**config.mk**
```make
export PLATFORM = sky130hd
export DESIGN_NAME = frame_receiver_with_checksum_unit
export DESIGN_NICKNAME = d
export VERILOG_FILES = /design/src/design/frc_pkg.sv /design/src/design/frame_receiver_with_checksum_unit.sv
export VERILOG_INCLUDE_DIRS = /design/src /design/src/design
export SDC_FILE = /design/constraint.sdc
export NUM_CORES = 1
export LEC_CHECK = 0
export BUFFER_PORTS_ARGS = -buffer_cell sky130_fd_sc_hd__clkbuf_2
export CAP_MARGIN = 20
export CORE_MARGIN = 4
export CORE_UTILIZATION = 64
export CTS_BUF_LIST = sky130_fd_sc_hd__clkbuf_4 sky130_fd_sc_hd__clkbuf_8
export CTS_CLUSTER_SIZE = 24
export DETAILED_ROUTE_END_ITERATION = 8
export PLACE_DENSITY = 0.87
export SYNTH_ARGS = -nofsm -noshare
export SYNTH_HDL_FRONTEND = slang
export SYNTH_SLANG_ARGS = --single-unit
```
**constraint.sdc**
```tcl
create_clock -name clk -period 5.37 [get_ports clk]
set_input_delay 1.3425 -clock clk [delete_from_list [all_inputs] [get_ports clk]]
set_output_delay 1.3425 -clock clk [all_outputs]
set_load 0.02 [all_outputs]
```
**src/design/frame_receiver_with_checksum_unit_macros.svh**
```systemverilog
// Assertion helpers for the frame receiver.
`ifndef FRAME_RECEIVER_WITH_CHECKSUM_UNIT_MACROS_SVH
`define FRAME_RECEIVER_WITH_CHECKSUM_UNIT_MACROS_SVH

// Same-cycle implication, sampled on clk, off during reset.
`define FRC_ASSERT_NOW(label, cond, prop) \
    label: assert property (@(posedge clk) disable iff (!rst_n) (cond) |-> (prop)) \
        else $error("frame receiver check failed");

// Next-cycle implication, sampled on clk, off during reset.
`define FRC_ASSERT_NEXT(label, cond, prop) \
    label: assert property (@(posedge clk) disable iff (!rst_n) (cond) |=> (prop)) \
        else $error("frame receiver check failed");

`endif

```
**src/design/frc_pkg.sv**
```systemverilog
package frc_pkg;

    localparam logic [7:0] START_BYTE = 8'h0A;
    localparam logic [7:0] END_BYTE   = 8'h0D;

    // frame length limits, start and end bytes included
    localparam logic [8:0] FRAME_LIMIT_MIN   = 9'd4;
    localparam logic [8:0] FRAME_LIMIT_MAX   = 9'd256;
    localparam logic [8:0] FRAME_LIMIT_RESET = 9'd256;

    // checksum values below this are raised by it
    localparam logic [7:0] CHECK_FLOOR = 8'd32;

    typedef enum logic [1:0] {
        CFG_MANUAL_MODE = 2'd0,
        CFG_SKIP_CHECK  = 2'd1,
        CFG_ECHO_ENABLE = 2'd2,
        CFG_FRAME_LIMIT = 2'd3
    } cfg_index_t;

    typedef enum logic [1:0] {
        STATUS_OK       = 2'd0,
        STATUS_BAD_SUM  = 2'd1,
        STATUS_NO_START = 2'd2,
        STATUS_OVERRUN  = 2'd3
    } frame_status_t;

endpackage

```
**src/design/frame_receiver_with_checksum_unit.sv**
```systemverilog
// A result word appears on the output register in the cycle after its input word.
// Throughput: one byte per cycle while the output register is not stalled; the input is
// taken whenever the output register is empty or is being drained in the same cycle.
// Reset (rst_n, async, active low) clears frame state and the output valid, and sets the
// registers to auto mode, checking on, echo off and a frame limit of 256.
`include "frame_receiver_with_checksum_unit_macros.svh"

module frame_receiver_with_checksum_unit
(
    input  logic       clk,
    input  logic       rst_n,

    // configuration write channel
    input  logic       cfg_valid,
    output logic       cfg_ready,
    input  logic [1:0] cfg_index,
    input  logic [8:0] cfg_data,

    // received line bytes
    input  logic       in_valid,
    output logic       in_ready,
    input  logic [7:0] rx_byte,

    // one result word per received byte
    output logic       out_valid,
    input  logic       out_ready,
    output logic       payload_valid,
    output logic [7:0] payload_byte,
    output logic       frame_done,
    output logic [1:0] frame_status,
    output logic [8:0] payload_length,
    output logic       echo_valid,
    output logic [7:0] echo_byte
);

    // ------------------------------------------------------------------
    // Configuration registers. Writes are always taken; the user writes
    // only while the block is idle.
    // ------------------------------------------------------------------
    logic       manual_mode_reg;
    logic       skip_check_reg;
    logic       echo_enable_reg;
    logic [8:0] frame_limit_reg;

    assign cfg_ready = 1'b1;

    always_ff @(posedge clk or negedge rst_n)
    begin
        if (!rst_n)
        begin
            manual_mode_reg <= 1'b0;
            skip_check_reg  <= 1'b0;
            echo_enable_reg <= 1'b0;
            frame_limit_reg <= frc_pkg::FRAME_LIMIT_RESET;
        end
        else if (cfg_valid && cfg_ready)
        begin
            unique case (frc_pkg::cfg_index_t'(cfg_index))
                frc_pkg::CFG_MANUAL_MODE: manual_mode_reg <= cfg_data[0];
                frc_pkg::CFG_SKIP_CHECK:  skip_check_reg  <= cfg_data[0];
                frc_pkg::CFG_ECHO_ENABLE: echo_enable_reg <= cfg_data[0];
                frc_pkg::CFG_FRAME_LIMIT: frame_limit_reg <= cfg_data;
                default:                  ;
            endcase
        end
    end

    // ------------------------------------------------------------------
    // Frame state
    // ------------------------------------------------------------------
    logic       in_frame_reg,      in_frame_next;
    logic       start_missing_reg, start_missing_next;
    logic [8:0] byte_count_reg,    byte_count_next;
    logic [7:0] held_byte_reg,     held_byte_next;
    logic       held_valid_reg,    held_valid_next;
    logic [7:0] running_sum_reg,   running_sum_next;
    logic [8:0] payload_count_reg, payload_count_next;

    // result word under construction
    logic       payload_valid_next;
    logic [7:0] payload_byte_next;
    logic       frame_done_next;
    logic [1:0] frame_status_next;
    logic [8:0] payload_length_next;
    logic       echo_valid_next;
    logic [7:0] echo_byte_next;

    // output register
    logic       out_valid_reg;
    logic       payload_valid_reg;
    logic [7:0] payload_byte_reg;
    logic       frame_done_reg;
    logic [1:0] frame_status_reg;
    logic [8:0] payload_length_reg;
    logic       echo_valid_reg;
    logic [7:0] echo_byte_reg;

    logic       in_accept;
    logic [8:0] limit;          // frame limit clamped to its legal range
    logic [9:0] next_count;     // byte number of the current byte
    logic [7:0] expect_sum;     // checksum the sender should have sent
    logic [8:0] count_plus_one;

    // take a new byte when the output register is free or drains now
    assign in_ready  = !out_valid_reg || out_ready;
    assign in_accept = in_valid && in_ready;

    always_comb
    begin
        if (frame_limit_reg < frc_pkg::FRAME_LIMIT_MIN)
            limit = frc_pkg::FRAME_LIMIT_MIN;
        else if (frame_limit_reg > frc_pkg::FRAME_LIMIT_MAX)
            limit = frc_pkg::FRAME_LIMIT_MAX;
        else
            limit = frame_limit_reg;
    end

    assign next_count     = {1'b0, byte_count_reg} + 10'd1;
    assign expect_sum     = (running_sum_reg < frc_pkg::CHECK_FLOOR)
                          ? running_sum_reg + frc_pkg::CHECK_FLOOR
                          : running_sum_reg;
    assign count_plus_one = payload_count_reg + 9'd1;

    always_comb
    begin
        in_frame_next      = in_frame_reg;
        start_missing_next = start_missing_reg;
        byte_count_next    = byte_count_reg;
        held_byte_next     = held_byte_reg;
        held_valid_next    = held_valid_reg;
        running_sum_next   = running_sum_reg;
        payload_count_next = payload_count_reg;

        payload_valid_next  = 1'b0;
        payload_byte_next   = 8'd0;
        frame_done_next     = 1'b0;
        frame_status_next   = frc_pkg::STATUS_OK;
        payload_length_next = 9'd0;
        echo_valid_next     = echo_enable_reg;
        echo_byte_next      = echo_enable_reg ? rx_byte : 8'd0;

        if (rx_byte == frc_pkg::START_BYTE)
        begin
            // start byte: drop whatever was in progress and open a frame
            in_frame_next      = 1'b1;
            start_missing_next = 1'b0;
            byte_count_next    = 9'd1;
            held_byte_next     = 8'd0;
            held_valid_next    = 1'b0;
            running_sum_next   = 8'd0;
            payload_count_next = 9'd0;
        end
        else if (!in_frame_reg)
        begin
            if (rx_byte == frc_pkg::END_BYTE)
            begin
                frame_done_next   = 1'b1;
                frame_status_next = frc_pkg::STATUS_NO_START;
            end
            else
            begin
                // headless frame: counted for overrun, never released
                in_frame_next      = 1'b1;
                start_missing_next = 1'b1;
                byte_count_next    = 9'd1;
            end
        end
        else if (rx_byte == frc_pkg::END_BYTE)
        begin
            frame_done_next     = 1'b1;
            payload_length_next = start_missing_reg ? 9'd0 : payload_count_reg;
            if (start_missing_reg)
                frame_status_next = frc_pkg::STATUS_NO_START;
            else if (manual_mode_reg)
            begin
                // no checksum byte: the held byte is the last payload byte
                frame_status_next = frc_pkg::STATUS_OK;
                if (held_valid_reg)
                begin
                    payload_valid_next  = 1'b1;
                    payload_byte_next   = held_byte_reg;
                    payload_length_next = count_plus_one;
                end
            end
            else if (!held_valid_reg)
                frame_status_next = frc_pkg::STATUS_BAD_SUM;
            else if (!skip_check_reg && held_byte_reg != expect_sum)
                frame_status_next = frc_pkg::STATUS_BAD_SUM;
            else
                frame_status_next = frc_pkg::STATUS_OK;

            in_frame_next      = 1'b0;
            start_missing_next = 1'b0;
            byte_count_next    = 9'd0;
            held_byte_next     = 8'd0;
            held_valid_next    = 1'b0;
            running_sum_next   = 8'd0;
            payload_count_next = 9'd0;
        end
        else if (next_count >= {1'b0, limit})
        begin
            // frame too long: abort, nothing released
            frame_done_next     = 1'b1;
            frame_status_next   = frc_pkg::STATUS_OVERRUN;
            payload_length_next = start_missing_reg ? 9'd0 : payload_count_reg;
            in_frame_next       = 1'b0;
            start_missing_next  = 1'b0;
            byte_count_next     = 9'd0;
            held_byte_next      = 8'd0;
            held_valid_next     = 1'b0;
            running_sum_next    = 8'd0;
            payload_count_next  = 9'd0;
        end
        else
        begin
            byte_count_next = next_count[8:0];
            if (!start_missing_reg)
            begin
                // release the previous byte, hold this one
                if (held_valid_reg)
                begin
                    payload_valid_next = 1'b1;
                    payload_byte_next  = held_byte_reg;
                    // order digit (first payload byte) is not summed
                    if (!manual_mode_reg && payload_count_reg != 9'd0)
                        running_sum_next = running_sum_reg + held_byte_reg;
                    payload_count_next = count_plus_one;
                end
                held_byte_next  = rx_byte;
                held_valid_next = 1'b1;
            end
        end
    end

    always_ff @(posedge clk or negedge rst_n)
    begin
        if (!rst_n)
        begin
            in_frame_reg      <= 1'b0;
            start_missing_reg <= 1'b0;
            byte_count_reg    <= 9'd0;
            held_byte_reg     <= 8'd0;
            held_valid_reg    <= 1'b0;
            running_sum_reg   <= 8'd0;
            payload_count_reg <= 9'd0;
        end
        else if (in_accept)
        begin
            in_frame_reg      <= in_frame_next;
            start_missing_reg <= start_missing_next;
            byte_count_reg    <= byte_count_next;
            held_byte_reg     <= held_byte_next;
            held_valid_reg    <= held_valid_next;
            running_sum_reg   <= running_sum_next;
            payload_count_reg <= payload_count_next;
        end
    end

    // output valid
    always_ff @(posedge clk or negedge rst_n)
    begin
        if (!rst_n)
            out_valid_reg <= 1'b0;
        else if (in_accept)
            out_valid_reg <= 1'b1;
        else if (out_ready)
            out_valid_reg <= 1'b0;
    end

    // output payload, loaded only with a new word
    always_ff @(posedge clk)
    begin
        if (in_accept)
        begin
            payload_valid_reg  <= payload_valid_next;
            payload_byte_reg   <= payload_byte_next;
            frame_done_reg     <= frame_done_next;
            frame_status_reg   <= frame_status_next;
            payload_length_reg <= payload_length_next;
            echo_valid_reg     <= echo_valid_next;
            echo_byte_reg      <= echo_byte_next;
        end
    end

    assign out_valid      = out_valid_reg;
    assign payload_valid  = payload_valid_reg;
    assign payload_byte   = payload_byte_reg;
    assign frame_done     = frame_done_reg;
    assign frame_status   = frame_status_reg;
    assign payload_length = payload_length_reg;
    assign echo_valid     = echo_valid_reg;
    assign echo_byte      = echo_byte_reg;

    // ------------------------------------------------------------------
    // Checks
    // ------------------------------------------------------------------
    // outside a frame nothing is held or counted
    `FRC_ASSERT_NOW(a_idle_clean, !in_frame_reg, !held_valid_reg && payload_count_reg == 9'd0)
    // a headless frame never delivers a length
    `FRC_ASSERT_NOW(a_no_start_len, out_valid && frame_done && frame_status == frc_pkg::STATUS_NO_START, payload_length == 9'd0)
    // status and length only travel with frame end
    `FRC_ASSERT_NOW(a_status_quiet, out_valid && !frame_done, frame_status == frc_pkg::STATUS_OK && payload_length == 9'd0)
    // a start byte always opens a fresh frame
    `FRC_ASSERT_NEXT(a_start_opens, in_accept && rx_byte == frc_pkg::START_BYTE, in_frame_reg && byte_count_reg == 9'd1 && !held_valid_reg)

endmodule

```
# == Word-level counts from Yosys, hierarchy flattened ==
# Index checks and enable logic that the tools add are counted.
# totals
regBits,80
latch_bits,0
ram_bits,0
romBits,0
word_cells,133
memories,0
# op_classes
addsub,4
multipliers,0
n_div,0
magnitude_cmp,4
eq_ne,9
shifts,0
mux,73
bitwise_logic,1
reduce_logical,23
# ops
cell,count
$mux 9,19
$mux 8,19
$mux 1,30
$eq 8x4->1 const B,2
$add 9x1->10 const B,1
$ge 10x9->1,1
$mux 2,5
$reduce_and 2->1,5
$add 9x1->9 const B,1
$gt 9x9->1 const B,1
$lt 9x3->1 const B,1
$reduce_bool 9->1,1
$add 8x6->8 const B,1
$add 8x8->8,1
$lt 8x6->1 const B,1
$ne 4x1->1 const B,2
$ne 8x8->1,1
$reduce_bool 4->1,2
$reduce_and 3->1,2
$reduce_and 5->1,1
$eq 2x2->1 const B,2
$reduce_and 4->1,1
$reduce_bool 2->1,2
$logic_and 1x1->1,3
7 further kinds,9

# == Logic depth before layout (Yosys ltp) ==
# depth
depth_word,10
depth_mapped,14
ltp_nobuf,12

# == Worst setup path before layout ==
# Ideal clock, no wire load.
# synth_timing
path_kind,input to register
start,input out_ready
end,register payload_count_reg[1]
setup_time_ps,122
arrival_time_ps,3201
required_ps,5248
path_slack_ps,2047
cell_stages,7
path_buffers,1
cell_sequence,nand2b_1 nand2_1 inv_1 o21a_1 buf_2 o21ai_0 a32o_1
# synth_between
elab_chain_cells,3
# synth_lines
item,line_no,source
start: declaration,frame_receiver_with_checksum_unit.sv:26,"input logic out_ready,"
$logic_or 1x1->1,frame_receiver_with_checksum_unit.sv:105,assign in_ready = !out_valid_reg || out_ready;
$logic_and 1x1->1,frame_receiver_with_checksum_unit.sv:106,assign in_accept = in_valid && in_ready;
via in_accept,frame_receiver_with_checksum_unit.sv:98,logic in_accept;
$reduce_and 4->1 (no source line),n/a,
end signal: assignment,frame_receiver_with_checksum_unit.sv:255,payload_count_reg <= payload_count_next;
end: declaration,frame_receiver_with_checksum_unit.sv:77,"logic [8:0] payload_count_reg, payload_count_next;"
# The timed path passes the listed nets, and every way through them passes these cells.
# A chain may end at the register's enable or synchronous reset.

# == Worst setup path in the final report ==
# layout_timing
start,register byte_count_reg[0]
end,register running_sum_reg[4]
# layout_between
elab_chain_cells,6
# layout_lines
item,line_no,source
start: declaration,frame_receiver_with_checksum_unit.sv:73,"logic [8:0] byte_count_reg, byte_count_next;"
start signal: assignment,frame_receiver_with_checksum_unit.sv:251,byte_count_reg <= byte_count_next;
$add 9x1->10 (*),frame_receiver_with_checksum_unit.sv:118,"assign next_count = {1'b0, byte_count_reg} + 10'd1;"
$ge 10x9->1 (*),frame_receiver_with_checksum_unit.sv:200,"else if (next_count >= {1'b0, limit})"
$mux 8,frame_receiver_with_checksum_unit.sv:200,
$mux 8,frame_receiver_with_checksum_unit.sv:168,else if (rx_byte == frc_pkg::END_BYTE)
$mux 8,frame_receiver_with_checksum_unit.sv:153,else if (!in_frame_reg)
$mux 8,frame_receiver_with_checksum_unit.sv:142,if (rx_byte == frc_pkg::START_BYTE)
end signal: assignment,frame_receiver_with_checksum_unit.sv:254,running_sum_reg <= running_sum_next;
end: declaration,frame_receiver_with_checksum_unit.sv:76,"logic [7:0] running_sum_reg, running_sum_next;"
# Mark *: on every way between the ends. The rest lies on a longest branch, timed or not. The select of a mux whose other input is x is not followed.

==> run_results.csv <==
group,metric,value,unit
clock_tree,clk_pin_slew,90,ps
clock_tree,cts_resized,0,
hold_path,whs_endpoint,"running_sum_reg[2]$_DFFE_PN0P_",
power_and_ir_drop,p_sw,825.6,µW
critical_path,critPathLaunchType,"register",
hold_path,hold_path.class,"register to register",
power_and_ir_drop,power.density,445.1,nW/µm²
clock_tree,cts.sinks,80,
floorplan,row_count,29,
grt,gr-total-overflow,0,
clock_tree,cts_hold_buf,0,
clock_tree,cts-root-buf,"clkbuf_8",
sta,hold_ws,531.4,ps
floorplan,dieArea,8034,µm²
route,drtIter0Drc,279,
floorplan,io_pins,57,
logic_synthesis,synth_edf_count,30,
route,drc,0,
floorplan,die_w,89.64,µm
power_and_ir_drop,p_int,1308,µW
place,dpl.hpwl,6577,µm
grt,grt_util_all_layers,24.39,%
logic_synthesis,synth.area.top_cells,"dfrtp_1, edfxtp_1, ha_1",
sta,hold_viol,0,
floorplan,die_h,89.64,µm
floorplan,start_util,66.41,%
finish,area_growth,12.38,%
run_status,status,"finished clean",
critical_path,required,5670,ps
route,wirelength,9155,µm
finish,final_common_cell,"clkbuf_2",
hold_path,whs_path_depth,1,
clock_tree,clk_path_buf_depth,2,
clock_tree,worstSkewPairLatency,370,ps
logic_synthesis,synthArstFlopShare,62.50,%
finish,drive_above_1_share,20.52,%
finish,mostFrequentLayoutCells,"clkbuf_2, dfrtp_1, edfxtp_1, nand2_1, nor2_1",
clock_tree,htreeDepth,3,
hold_path,hold_start,"running_sum_reg[2]$_DFFE_PN0P_",
place,io_buffer_count,55,
critical_path,worstPathMaxFanout,18,
finish,finalNetCount,498,
power_and_ir_drop,clkPwrFrac,22.1,%
logic_synthesis,synth_area_per_cell,10.74,µm²
sta,worst_slack,1706,ps
power_and_ir_drop,combPwrFrac,35.0,%
route,post_drt_wl_per_cell,17.11,µm
logic_synthesis,syn-cell-area,4265,µm²
logic_synthesis,yosysTopAreaCellShare,28.75,%
critical_path,path_class,"register to register",
critical_path,rr_worst_depth,12,
critical_path,reg2reg_slack,1710,ps
sta,rsz0062_at_grt,"no",
grt,grt_pass1_vias,3135,
logic_synthesis,ys_types,56,
critical_path,crit_path_end_kind,"register",
logic_synthesis,ys_ff_latch,80,
power_and_ir_drop,cellLeakagePower,0.002177,µW
logic_synthesis,ys_seq_area_share,50.48,%
sta,final_max_slew_viol_count,0,
route,vias,3362,
clock_tree,cts_tree,"yes",
sta,period_share,68.24,%
grt,grt_antenna_before_repair,0,
power_and_ir_drop,irDropWorstVdd,0.0002873,V
logic_synthesis,ys_warn_count,0,
route,vias_per_cell,6.284,
sta,fin_worst_skew,12.21,ps
run,maxCapViolCount,0,
place,gp_congestion,0.8762,
sta,max_freq,0.2729,GHz
clock_tree,cts_setup_buffers,0,
critical_path,timing.rr.start,"byte_count_reg[0]$_DFFE_PN0P_",
sta,period_minus_slack,3664,ps
grt,grt_start_max_net_pins,51,
critical_path,worstPathArrival,3960,ps
sta,setup_viol_count_final,0,
sta,tns,0,ps
power_and_ir_drop,swShare,38.69,%
logic_synthesis,synth_nets,442,
floorplan,coreArea,6422,µm²
route,first_pass_iters,5,
logic_synthesis,netlist_instances,397,
sta,maxSlewHeadroom,55.73,%
finish,antenna_cells,0,
finish,post-route-util,74.63,%
critical_path,timing.rr.end,"running_sum_reg[4]$_DFFE_PN0P_",
logic_synthesis,synthFlopType,"dfrtp_1",
grt,grt_first_pass_wirelength,14900,µm
sta,worstMarginPinSlew,661.6,ps
place,dp_slack,1645,ps
route,antenna_left,0,
logic_synthesis,synth.largest_area_cell,"dfrtp_1",
clock_tree,cts_buffers,9,
power_and_ir_drop,p_seq_share,42.9,%
-- kinds of logic after synthesis --
group	share of synthesized area (%)
and+or+nand+nor	16.07
AOI/OAI and AO/OA	17.40
DFF	50.48
buffers and inverters	2.904
adders and majority gates	6.336
xor gates and xnor gates	3.285
muxes	3.432
other	0.08792
-- worst max-delay path: stages, from the launching register on --
cell and delay (ps):
dfrtp_1 430, ha_1 250, and3_1 190, nand3_1 150, nor2_1 160, xor2_1 240
ha_1 300, nand3_1 100, nor2_1 60, a21oi_1 470, and3_1 690, and2_1 380
a22o_1 180
-- synthesized netlist by cell type (2+ instances only) --
cell type / count
clkbuf_1: 5
nand2b_1: 3
o21ai_0: 22
nor3_1: 8
a32o_1: 2
nand3b_1: 2
o211ai_1: 2
buf_6: 2
buf_2: 3
a31oi_1: 18
nor3b_1: 2
inv_1: 15
mux2_2: 13
nand3_1: 19
o21a_1: 2
edfxtp_1: 30
xor2_1: 6
ha_1: 20
o31ai_1: 3
nor2_1: 26
nand2_1: 27
o21bai_1: 2
a21oi_1: 15
and2_1: 17
a22o_1: 22
or3_1: 4
a21o_1: 5
and3_1: 7
nor2b_1: 4
nor4_1: 4
o21ai_1: 5
xnor2_1: 10
dfrtp_1: 49
-- routing by layer --
metal / global-route usage (%) / vias to the layer above / part of all wire [%]
li1: - / 1592 / -
met1: 33.47 / 1608 / 43
met2: 38.83 / 143 / 48
met3: 4.745 / 19 / 7.0
met4: 8.796 / 0 / 1.8
met5: 0 / - / 0
-- layout make-up --
class / count / area [µm²]
inverter: 15 / 56.30
multi-input combinational: 290 / 1988
clock inverter: 7 / 85.08
fill: 435 / 1629
sequential: 80 / 2153
timing repair buffer: 57 / 290.3
clock buffer: 9 / 123.9
tap: 77 / 96.34
-- power by group through the flow --
stage / Clock, µW / Combinational, µW / Sequential [µW]
after floorplan: 0 / 553 / 900
after global placement: 0 / 691 / 917
after detailed placement: 0 / 730 / 924
after CTS: 470 / 743 / 912
after global routing: 501 / 831 / 936
final: 472 / 746 / 916
-- per-stage QoR --
stage / area [µm²] / cells / power [µW]
3_3_place_gp: 4584 / 519 / 1608
6_report: 4793 / 535 / 2134
4_1_cts: 4793 / 535 / 2125
2_1_floorplan: 4265 / 397 / 1453
3_5_place_dp: 4584 / 519 / 1654
5_1_grt: 4793 / 535 / 2268
-- how the worst max path moves through the flow --
stage	startpoint	to	slack, ps	depth (start not counted)
6_report	byte_count_reg[0]$_DFFE_PN0P_	running_sum_reg[4]$_DFFE_PN0P_	1710	12
5_1_grt	byte_count_reg[0]$_DFFE_PN0P_	running_sum_reg[0]$_DFFE_PN0P_	1430	12
3_3_place_gp	rx_byte[6]	running_sum_reg[1]$_DFFE_PN0P_	1780	6
3_5_place_dp	rx_byte[6]	running_sum_reg[4]$_DFFE_PN0P_	1650	6
4_1_cts	byte_count_reg[0]$_DFFE_PN0P_	running_sum_reg[4]$_DFFE_PN0P_	1770	12
2_1_floorplan	out_ready	payload_count_reg[1]$_DFFE_PN0P_	2050	7
(Power assumes the default switching activity.)
